===== src/hw/rtl/hwpm_pkg.sv =====
package hwpm_pkg;

  localparam int NumWires   = 16;
  localparam int WireIdxW   = 4;
  localparam int CondW      = 24;
  localparam int DefCondW   = 23;
  localparam int GsumW      = 27;
  localparam int CtrW       = 8;

  localparam logic [8:0]       RatioFloor = 9'd26;
  localparam logic [8:0]       RatioCeil  = 9'd256;
  localparam logic [4:0]       LimitCap   = 5'd20;
  localparam logic [CtrW-1:0]  CtrMax     = 8'd255;
  localparam logic [CondW-1:0] CondInvalid = 24'd6553600;

  typedef enum logic [1:0] {
    REQ_MEASURE = 2'd0,
    REQ_PROBE   = 2'd1,
    REQ_LOAD    = 2'd2,
    REQ_CLEAR   = 2'd3
  } req_t;

  typedef enum logic [2:0] {
    CFG_MIN_RATIO = 3'd0,
    CFG_FAIL_LIM  = 3'd1,
    CFG_LEAK      = 3'd2,
    CFG_DEF_COND  = 3'd3,
    CFG_MIN_VBUS  = 3'd4
  } cfg_idx_t;

  // Effective conductance of one table entry (zero or out of range -> default).
  function automatic logic [DefCondW-1:0] wire_cond(input logic [CondW-1:0] g,
                                                    input logic [DefCondW-1:0] dflt);
    logic [DefCondW-1:0] d;
    d = dflt;
    if (d == '0) d = DefCondW'(1);
    if ({1'b0, d} >= CondInvalid) d = DefCondW'(CondInvalid - 24'd1);
    if (g == '0 || g >= CondInvalid) return d;
    return g[DefCondW-1:0];
  endfunction

endpackage


===== src/hw/rtl/heater_wire_presence_monitor.sv =====
// Heater wire presence monitor. Keeps a presence bit per wire (flops), and a
// conductance table and a fail counter table in two 16-entry synchronous RAMs.
// Each RAM entry has a valid flop; an entry that is not valid reads as zero,
// so an unloaded conductance falls back to the default and a cleared counter
// starts from zero. A measure transaction walks the conductance RAM, runs the
// ratio test in a multiply/compare pipeline, then walks the counter RAM doing
// read-modify-write. A probe reads one conductance entry and runs the same
// ratio test. One transaction is in work at a time; the result sits in an
// output register so the next transaction can be accepted while it waits.
// Clearing the fail counters is a reset of per-entry valid bits. Configuration
// writes take effect immediately.
module heater_wire_presence_monitor
  import hwpm_pkg::*;
(
  input  logic        clk,
  input  logic        rst_n,
  // configuration
  input  logic        cfg_we,
  input  logic [2:0]  cfg_index,
  input  logic [23:0] cfg_wdata,
  // input transactions
  input  logic        in_valid,
  output logic        in_stall,
  input  logic [1:0]  in_req_type,
  input  logic [15:0] in_wire_mask,
  input  logic [15:0] in_overtemp_mask,
  input  logic [15:0] in_bus_voltage_mv,
  input  logic signed [17:0] in_current_ma,
  input  logic        in_sample_valid,
  input  logic [4:0]  in_wire_index,
  input  logic        in_access_allowed,
  input  logic [23:0] in_wire_conductance,
  // result transactions
  output logic        out_valid,
  input  logic        out_stall,
  output logic [15:0] out_presence_mask,
  output logic        out_changed,
  output logic        out_evaluated,
  output logic        out_ratio_failed
);

  typedef enum logic [5:0] {
    ST_IDLE = 6'b000001,
    ST_SUM  = 6'b000010,
    ST_PRB  = 6'b000100,
    ST_MATH = 6'b001000,
    ST_UPD  = 6'b010000,
    ST_EMIT = 6'b100000
  } state_t;

  // configuration registers
  logic [8:0]          min_ratio_r;
  logic [4:0]          fail_lim_r;
  logic [23:0]         leak_r;
  logic [DefCondW-1:0] def_cond_r;
  logic [15:0]         min_vbus_r;

  // memories
  logic [CondW-1:0] cond_mem [NumWires];
  logic [CtrW-1:0]  ctr_mem  [NumWires];
  logic [CondW-1:0] cond_rd_r;
  logic [CtrW-1:0]  ctr_rd_r;
  logic [WireIdxW-1:0] rd_addr;

  // control / datapath
  state_t               state_r, state_nxt;
  logic [NumWires-1:0]  present_r;
  logic [NumWires-1:0]  ctr_vld_r;
  logic [NumWires-1:0]  cond_vld_r;
  logic [WireIdxW-1:0]  cnt_r;
  logic [WireIdxW-1:0]  wsel_r;
  logic                 is_probe_r;
  logic [NumWires-1:0]  elig_r;
  logic [15:0]          v_r;
  logic [17:0]          cur_abs_r;
  logic [GsumW-1:0]     gsum_r;
  logic [39:0]          leak_cur_r;
  logic [24:0]          rv_r;
  logic [41:0]          wire_r;
  logic [51:0]          exp_r;
  logic                 changed_r, eval_r, fail_r;

  logic                 out_valid_r;
  logic [15:0]          out_mask_r;
  logic                 out_changed_r, out_eval_r, out_fail_r;

  // effective settings
  logic [8:0] eff_ratio;
  logic [4:0] eff_lim;
  always_comb begin
    eff_ratio = min_ratio_r;
    if (eff_ratio < RatioFloor) eff_ratio = RatioFloor;
    if (eff_ratio > RatioCeil)  eff_ratio = RatioCeil;
    eff_lim = fail_lim_r;
    if (eff_lim == '0)      eff_lim = 5'd1;
    if (eff_lim > LimitCap) eff_lim = LimitCap;
  end

  logic in_acc, out_free;
  assign in_stall = (state_r != ST_IDLE);
  assign in_acc   = in_valid && !in_stall;
  assign out_free = !out_valid_r || !out_stall;

  // transaction decode at accept
  logic [17:0]         in_abs;
  logic                sample_ok, idx_ok;
  logic [WireIdxW-1:0] in_w;
  logic [NumWires-1:0] in_elig;
  assign in_abs    = in_current_ma[17] ? 18'(-in_current_ma) : 18'(in_current_ma);
  assign sample_ok = in_sample_valid && (in_bus_voltage_mv > min_vbus_r);
  assign idx_ok    = (in_wire_index >= 5'd1) && (in_wire_index <= 5'(NumWires));
  assign in_w      = WireIdxW'(in_wire_index - 5'd1);
  assign in_elig   = (in_wire_mask[NumWires-1:0] & present_r & ~in_overtemp_mask[NumWires-1:0]);

  // counter update for the current walk entry
  logic [CtrW-1:0] ctr_cur, ctr_inc;
  assign ctr_cur = ctr_vld_r[cnt_r] ? ctr_rd_r : '0;
  assign ctr_inc = (ctr_cur == CtrMax) ? CtrMax : ctr_cur + CtrW'(1);

  // shared read address for both RAMs
  always_comb begin
    rd_addr = cnt_r + WireIdxW'(1);
    unique case (state_r)
      ST_IDLE: rd_addr = (in_req_type == REQ_PROBE) ? in_w : '0;
      ST_MATH: rd_addr = '0;
      default: rd_addr = cnt_r + WireIdxW'(1);
    endcase
  end

  always_ff @(posedge clk) begin
    cond_rd_r <= cond_mem[rd_addr];
    ctr_rd_r  <= ctr_mem[rd_addr];
    if (state_r == ST_IDLE && in_acc && in_req_type == REQ_LOAD && idx_ok) begin
      cond_mem[in_w] <= in_wire_conductance;
    end
    if (state_r == ST_UPD && elig_r[cnt_r]) begin
      ctr_mem[cnt_r] <= fail_r ? ctr_inc : '0;
    end
  end

  // configuration port
  always_ff @(posedge clk) begin
    if (!rst_n) begin
      min_ratio_r <= 9'd128;
      fail_lim_r  <= 5'd3;
      leak_r      <= 24'd168;
      def_cond_r  <= 23'd65536;
      min_vbus_r  <= 16'd5000;
    end else if (cfg_we) begin
      case (cfg_index)
        CFG_MIN_RATIO: min_ratio_r <= cfg_wdata[8:0];
        CFG_FAIL_LIM:  fail_lim_r  <= cfg_wdata[4:0];
        CFG_LEAK:      leak_r      <= cfg_wdata;
        CFG_DEF_COND:  def_cond_r  <= cfg_wdata[DefCondW-1:0];
        CFG_MIN_VBUS:  min_vbus_r  <= cfg_wdata[15:0];
        default: ;
      endcase
    end
  end

  // next state
  always_comb begin
    state_nxt = state_r;
    unique case (state_r)
      ST_IDLE: begin
        if (in_acc) begin
          state_nxt = ST_EMIT;
          if (in_req_type == REQ_MEASURE && in_wire_mask[NumWires-1:0] != '0
              && sample_ok && in_elig != '0) state_nxt = ST_SUM;
          if (in_req_type == REQ_PROBE && idx_ok && in_access_allowed && sample_ok)
            state_nxt = ST_PRB;
        end
      end
      ST_SUM:  if (cnt_r == WireIdxW'(NumWires - 1)) state_nxt = ST_MATH;
      ST_PRB:  state_nxt = ST_MATH;
      ST_MATH: if (cnt_r == WireIdxW'(2)) state_nxt = is_probe_r ? ST_EMIT : ST_UPD;
      ST_UPD:  if (cnt_r == WireIdxW'(NumWires - 1)) state_nxt = ST_EMIT;
      ST_EMIT: if (out_free) state_nxt = ST_IDLE;
      default: state_nxt = ST_IDLE;
    endcase
  end

  // control state
  always_ff @(posedge clk) begin
    if (!rst_n) begin
      state_r     <= ST_IDLE;
      present_r   <= '0;
      ctr_vld_r   <= '0;
      cond_vld_r  <= '0;
      cnt_r       <= '0;
      out_valid_r <= 1'b0;
    end else begin
      state_r <= state_nxt;
      if (state_r == ST_EMIT && out_free) out_valid_r <= 1'b1;
      else if (!out_stall)                out_valid_r <= 1'b0;
      unique case (state_r)
        ST_IDLE: begin
          cnt_r <= '0;
          if (in_acc) begin
            if (in_req_type == REQ_CLEAR) ctr_vld_r <= '0;
            if (in_req_type == REQ_LOAD && idx_ok) cond_vld_r[in_w] <= 1'b1;
            if (in_req_type == REQ_PROBE && idx_ok) begin
              ctr_vld_r <= '0;
              if (!(in_access_allowed && sample_ok)) present_r[in_w] <= 1'b0;
            end
          end
        end
        ST_SUM: cnt_r <= (cnt_r == WireIdxW'(NumWires - 1)) ? '0 : cnt_r + WireIdxW'(1);
        ST_PRB: cnt_r <= '0;
        ST_MATH: begin
          cnt_r <= (cnt_r == WireIdxW'(2)) ? '0 : cnt_r + WireIdxW'(1);
          if (cnt_r == WireIdxW'(2) && is_probe_r) present_r[wsel_r] <= !(52'(wire_r) < exp_r);
        end
        ST_UPD: begin
          cnt_r <= cnt_r + WireIdxW'(1);
          if (elig_r[cnt_r]) begin
            ctr_vld_r[cnt_r] <= 1'b1;
            if (fail_r && ctr_inc >= CtrW'(eff_lim)) present_r[cnt_r] <= 1'b0;
          end
        end
        default: ;
      endcase
    end
  end

  // datapath registers
  always_ff @(posedge clk) begin
    unique case (state_r)
      ST_IDLE: begin
        if (in_acc) begin
          is_probe_r <= (in_req_type == REQ_PROBE);
          wsel_r     <= in_w;
          elig_r     <= in_elig;
          v_r        <= in_bus_voltage_mv;
          cur_abs_r  <= in_abs;
          gsum_r     <= '0;
          changed_r  <= 1'b0;
          eval_r     <= 1'b0;
          fail_r     <= 1'b0;
        end
      end
      ST_SUM: begin
        if (elig_r[cnt_r])
          gsum_r <= gsum_r + GsumW'(wire_cond(cond_vld_r[cnt_r] ? cond_rd_r : '0, def_cond_r));
      end
      ST_PRB: gsum_r <= GsumW'(wire_cond(cond_vld_r[wsel_r] ? cond_rd_r : '0, def_cond_r));
      ST_MATH: begin
        // 0: leak current and ratio*V; 1: wire current and required current; 2: compare
        if (cnt_r == WireIdxW'(0)) begin
          leak_cur_r <= 40'(v_r) * 40'(leak_r);
          rv_r       <= 25'(eff_ratio) * 25'(v_r);
        end
        if (cnt_r == WireIdxW'(1)) begin
          wire_r <= ({cur_abs_r, 24'd0} > 42'(leak_cur_r)) ?
                    {cur_abs_r, 24'd0} - 42'(leak_cur_r) : '0;
          exp_r  <= 52'(rv_r) * 52'(gsum_r);
        end
        if (cnt_r == WireIdxW'(2)) begin
          eval_r <= 1'b1;
          fail_r <= (52'(wire_r) < exp_r);
        end
      end
      ST_UPD: begin
        if (elig_r[cnt_r] && fail_r && ctr_inc >= CtrW'(eff_lim)) changed_r <= 1'b1;
      end
      default: ;
    endcase
  end

  // output register
  always_ff @(posedge clk) begin
    if (state_r == ST_EMIT && out_free) begin
      out_mask_r    <= 16'(present_r);
      out_changed_r <= changed_r;
      out_eval_r    <= eval_r;
      out_fail_r    <= fail_r;
    end
  end

  assign out_valid         = out_valid_r;
  assign out_presence_mask = out_mask_r;
  assign out_changed       = out_changed_r;
  assign out_evaluated     = out_eval_r;
  assign out_ratio_failed  = out_fail_r;

endmodule


===== config.mk =====
export PLATFORM = sky130hd
export DESIGN_NAME = heater_wire_presence_monitor
export DESIGN_NICKNAME = d
export VERILOG_FILES = /design/src/hw/rtl/hwpm_pkg.sv /design/src/hw/rtl/heater_wire_presence_monitor.sv
export SDC_FILE = /design/constraint.sdc
export NUM_CORES = 2
export LEC_CHECK = 0
export ABC_CLOCK_PERIOD_IN_PS = 19200
export BUFFER_PORTS_ARGS = -buffer_cell sky130_fd_sc_hd__buf_2
export CORE_MARGIN = 2
export CORE_UTILIZATION = 45
export DETAILED_ROUTE_END_ITERATION = 8
export PLACE_DENSITY_LB_ADDON = 0.25
export SLEW_MARGIN = 20
export SYNTH_ARGS = -nofsm -noshare
export SYNTH_HDL_FRONTEND = slang
export SYNTH_SLANG_ARGS = --single-unit
export TNS_END_PERCENT = 100

===== constraint.sdc =====
create_clock -name clk -period 19.2 [get_ports clk]
set_input_delay 1.92 -clock clk [delete_from_list [all_inputs] [get_ports clk]]
set_output_delay 1.92 -clock clk [all_outputs]
set_load 0.005 [all_outputs]

; After elaboration in Yosys (flattened, before gate mapping)
; Memory sizes are Yosys's and may differ from the RTL's. A register that Yosys moved wholly into a read port is not among the register bits.
; Cells that the tools add are included.
[classes]
mul = 3
div_mod_pow = 0
n_eq_ne = 32
mux = 84
n_addsub = 6
order_cmp = 19
bitwise_logic = 9
shifts = 0
n_reduce_logical = 60
[op_table]
columns = op, n
row1 = $mux W23, 12
row2 = $mux W16, 10
row3 = $pmux W27 S3, 1
row4 = $and A16 B16 Y16, 4
row5 = $mux W27, 2
row6 = $lt A42 B52 Y1, 1
row7 = $mul A25 B27 Y52, 1
row8 = $ge A24 B23 Y1 const B, 2
row9 = $logic_not A24 Y1, 2
row10 = $mux W24, 2
row11 = $mux W6, 8
row12 = $not A16 Y16, 3
row13 = $pmux W16 S3, 1
row14 = $ge A23 B23 Y1 const B, 2
row15 = $gt A42 B40 Y1, 1
row16 = $sub A42 B40 Y42, 1
row17 = $mul A16 B24 Y40, 1
row18 = $pmux W6 S6, 1
row19 = $or A16 B16 Y16, 2
row20 = $pmux W16 S2, 1
row21 = $reduce_bool A16 Y1, 2
row22 = $add A27 B23 Y27, 1
row23 = $mul A9 B16 Y25, 1
row24 = $mux W8, 3
row25 = other kinds (60), 148
[totals]
ramBits = 512
mem_count = 2
rom_bits = 0
reg_bits = 399
latch_bits = 0
inputBits = 131
[mem_list]
columns = memory, depth, word_bits, rd, rd_clocked_by_memory_dff, write_ports, line
row1 = cond_mem, 16, 24, 1, 1, 1, heater_wire_presence_monitor.sv:59  ; logic [CondW-1:0] cond_mem [NumWires];
row2 = ctr_mem, 16, 8, 1, 1, 1, heater_wire_presence_monitor.sv:60  ; logic [CtrW-1:0] ctr_mem [NumWires];

; Longest topological paths before layout
[depth]
ltp_word = 14
depth_mapped = 28

; Worst setup path after synthesis
; OpenSTA, ideal clock, no wires.
[synth_timing]
path_type = register to register
start = register rv_r[4]
end = register exp_r[49], data pin
path_stages_with_launch = 28
synth_period_minus_slack_ns = 7.303
required_time_ns = 18.928
t_arrival_ns = 7.031
setup_slack_ns = 11.897
setup_ns = 0.272
cell_sequence = edfxtp_1 clkbuf_1 clkbuf_1 nand2_1 fa_1 inv_1 fa_1 inv_1 fa_1 fa_1 inv_1 fa_1 fa_1 inv_1 fa_1 inv_1 ha_1 clkbuf_1 nand3_1 nor4_1 nand2_1 o211ai_1 nor2_1 o31ai_1 nor2_1 o21ai_1 a21oi_1 or4_1
[synth_between]
elab_chain_cells = 1
[synth_rtl]
columns = item, line
row1 = from (decl), heater_wire_presence_monitor.sv:78  ; logic [24:0] rv_r;
row2 = from (signal assigned), heater_wire_presence_monitor.sv:251  ; rv_r <= 25'(eff_ratio) * 25'(v_r);
row3 = $mul A25 B27 Y52, heater_wire_presence_monitor.sv:256  ; exp_r <= 52'(rv_r) * 52'(gsum_r);
row4 = to (signal assigned), heater_wire_presence_monitor.sv:256
row5 = to (decl), heater_wire_presence_monitor.sv:80  ; logic [51:0] exp_r;
; No other way between the ends.
; A chain may end at the register's enable or synchronous reset.

; Final worst setup path
[layout_timing]
start = register gsum_r[10]
end = register exp_r[51], data pin
[layout_between]
elab_chain_cells = 1
[layout_rtl]
columns = item, line
row1 = from (decl), heater_wire_presence_monitor.sv:76  ; logic [GsumW-1:0] gsum_r;
row2 = from (signal assigned), heater_wire_presence_monitor.sv:244  ; gsum_r <= gsum_r + GsumW'(wire_cond(cond_vld_r[cnt_r] ? cond_rd_r : '0, def_cond_r));
row3 = from (signal assigned), heater_wire_presence_monitor.sv:246  ; ST_PRB: gsum_r <= GsumW'(wire_cond(cond_vld_r[wsel_r] ? cond_rd_r : '0, def_cond_r));
row4 = $mul A25 B27 Y52, heater_wire_presence_monitor.sv:256
; No other way between the ends.

==> impl_metrics.toml <==
[floorplanning]
placementRows = 154
die_area_mm2 = 0.180
start_util_pct = 45.2
ioPinCount = 152
die-width_um = 424
core_area_mm2 = 0.176
dieHeight_um = 424

[clock_tree]
insertion_delay_ns = 0.78
clk_pin_slew_worst_paths_ns = 0.07
cts_max_level = 3
post-cts-setup-buffers = 0
cts.repair.resized = 0
clock-sinks = 943
clockRootBuffer = "clkbuf_16"
clock_path_buffers = 3
cts_tree = "done"
hold_buffers = 0
cts_inserted_buffers = 101

[routing]
drt-wirelength-per-cell_um = 20.5
dr_total_vias = 55800
remaining_drc_errors = 0
ant_nets = 0
drtIter0Drc = 4130
routed_wl_um = 212000
first_pass_iters = 6
vias_per_cell = 5.41

[critical_path]
path_class = "reg -> reg"
critPathCaptureType = "flip-flop"
cp.arrival_ns = 9.21
rrSetupSlack_ns = 10.46
startpoint_type = "flip-flop"
r2r-start = "gsum_r[10]"
critPathRequiredTime_ns = 19.67
crit_fanout = 14
crit_path_start = "gsum_r[10]"

[sta]
period_needed_ns = 8.74
rsz0062_at_grt = "false"
relSlewSlack_pct = 21.2
tns_ns = 0
whs_ns = 0.440
fmax_ghz = 0.114
tightest_slew_ns = 1.18
final-hold-violation-count = 0
setup_viol = 0
drv_slew = 0
fin_ws_ns = 10.46
skew_ns = 0.0817
period_share_pct = 45.5

[logic_synthesis]
syn_nets = 9486
async_flop_share_pct = 0
syn_area_mm2 = 0.0793
syn-instance-count = 7920
synth_edf_count = 775
ys_seq_area_share_pct = 33.6
yosys_warnings = 0
synth-main-ff-cell = "edfxtp_1"
ys_types = 85
ys_ff_latch = 943
syn_area_per_cell_um2 = 10.0

[place]
dp_cells = 10100
gp_congestion = 0.906
post-place-ws_ns = 10.41
dpl.hpwl_um = 150000
portBuffers = 151

[global_route]
overflow = 0
grt_pass1_vias = 58100
track_usage_pct = 23.9
grt_start_max_net_pins = 189
use_met1_pct = 31.5
grt_util_met2_pct = 40.6
grt_busiest_layer = "met2"
antenna_found_initial = 12
grt_pass1_wl_um = 335000
met3_usage_pct = 3.67

[run]
cap_viol_max_count = 0

[final_layout]
nets = 9455
layout.cells.non_filler = 10300
fill_cells = 16100
layout-area-overhead-vs-synth_pct = 8.68
layout-drive-gt1-share_pct = 6.27

[worst_hold_path]
hp-start = "changed_r"
hold_class = "reg -> reg"

[status]
outcome = "completed"
-- through the flow --
step / area [um2] / utilization, %
after global routing: 86200 / 49.1
final: 86200 / 49.1
after detailed placement: 82600 / 47.1
after global placement: 82600 / 47.0
after floorplan: 79300 / -
after CTS: 86100 / 49.1
-- worst max-delay path, stage by stage (launching register included) --
cell	delay (ns)
edfxtp_1	0.81
buf_4	0.39
and2_1	0.19
fa_1	0.41
inv_1	0.09
fa_1	0.41
inv_1	0.09
fa_1	0.45
fa_1	0.57
fa_1	0.44
fa_1	0.51
inv_1	0.05
fa_1	0.49
inv_1	0.05
ha_1	0.44
nand3_1	0.20
nor4_1	0.34
nand2_1	0.09
o211ai_1	0.51
nor2_1	0.17
o31ai_1	0.78
o21ai_0	0.35
o221ai_1	0.33
a311oi_1	0.16
xnor2_1	0.14
-- synth_stat cells, types with 112 or more instances --
cell type | count | area share [%]
a21oi_1 | 243 | 1.5
dfxtp_1 | 168 | 4.2
ha_1 | 457 | 7.2
inv_1 | 1207 | 5.7
and2_1 | 568 | 4.5
nand3_1 | 114 | 0.72
and3_1 | 122 | 0.96
clkbuf_1 | 378 | 1.8
fa_1 | 978 | 25
nand2_1 | 1473 | 7.0
edfxtp_1 | 775 | 29
nor2_1 | 257 | 1.2
a31oi_1 | 112 | 0.88
-- metal layers --
metal,vias up,share of wire (%),wire length [um]
met2,1636,49,103000
met1,28200,42,89500
met3,374,6.1,12900
met4,12,3.1,6550
li1,25500,-,-
met5,-,0.040,85
-- logic make-up after synthesis --
logic type | share of synthesized area (%)
mux | 0.682
simple gates | 16.4
buf+inv | 7.72
xor+xnor | 1.98
fa+ha+maj | 31.9
flops | 33.6
compound gates | 7.71
-- worst paths after layout --
kind	end	cells past startpoint
setup / recovery	exp_r[51]	24
hold reg to reg	out_changed	0
setup reg to reg	exp_r[51]	24
hold / removal	out_changed	0
-- registers in the layout (all words and copies together) (netlist names), 18 cells and up --
| register | cells |
|---|---|
| cur_abs_r | 18 |
| leak_cur_r | 40 |
| gsum_r | 27 |
| ctr_mem | 128 |
| def_cond_r | 23 |
| wire_r | 42 |
| leak_r | 24 |
| rv_r | 25 |
| cond_mem | 384 |
| exp_r | 52 |
| cond_rd_r | 24 |
-- layout by cell type, fill, tap and decap left out, drive strengths merged, types with 25 or more instances in the layout --
master | netlist | layout
ha | 457 | 457
nor2 | 257 | 257
edfxtp | 775 | 775
a21o | 73 | 73
clkinv | 1 | 26
inv | 1207 | 1211
xor2 | 71 | 71
nand2b | 25 | 25
nand3 | 114 | 114
nor2b | 39 | 39
a31oi | 112 | 112
nor4 | 42 | 42
fa | 978 | 978
nand4 | 27 | 27
o211ai | 27 | 27
nand2 | 1473 | 1473
o21ai | 103 | 103
and2 | 569 | 569
nor3 | 49 | 49
a21boi | 74 | 74
buf | 32 | 278
xnor2 | 108 | 108
clkbuf | 380 | 151
and3 | 122 | 122
dfxtp | 168 | 168
o21a | 42 | 42
o22ai | 37 | 37
a211oi | 50 | 50
a21oi | 243 | 243
a311oi | 73 | 73
-- layout make-up --
| type | count | area (um2) | area share (%) |
|---|---|---|---|
| Antenna cell | 4 | 10.0 | 0.0116 |
| Clock buffer | 151 | 2890 | 3.35 |
| Clock inverter | 40 | 623 | 0.723 |
| Inverter | 1208 | 4530 | 5.26 |
| Multi-Input combinational cell | 5357 | 46800 | 54.3 |
| Sequential cell | 943 | 26600 | 30.9 |
| Tap cell | 2340 | 2930 | 3.40 |
| Timing Repair Buffer | 278 | 1760 | 2.05 |
Power is not shown: default switching activity piles up to over one toggle a cycle in this logic, so the estimate is an artifact.
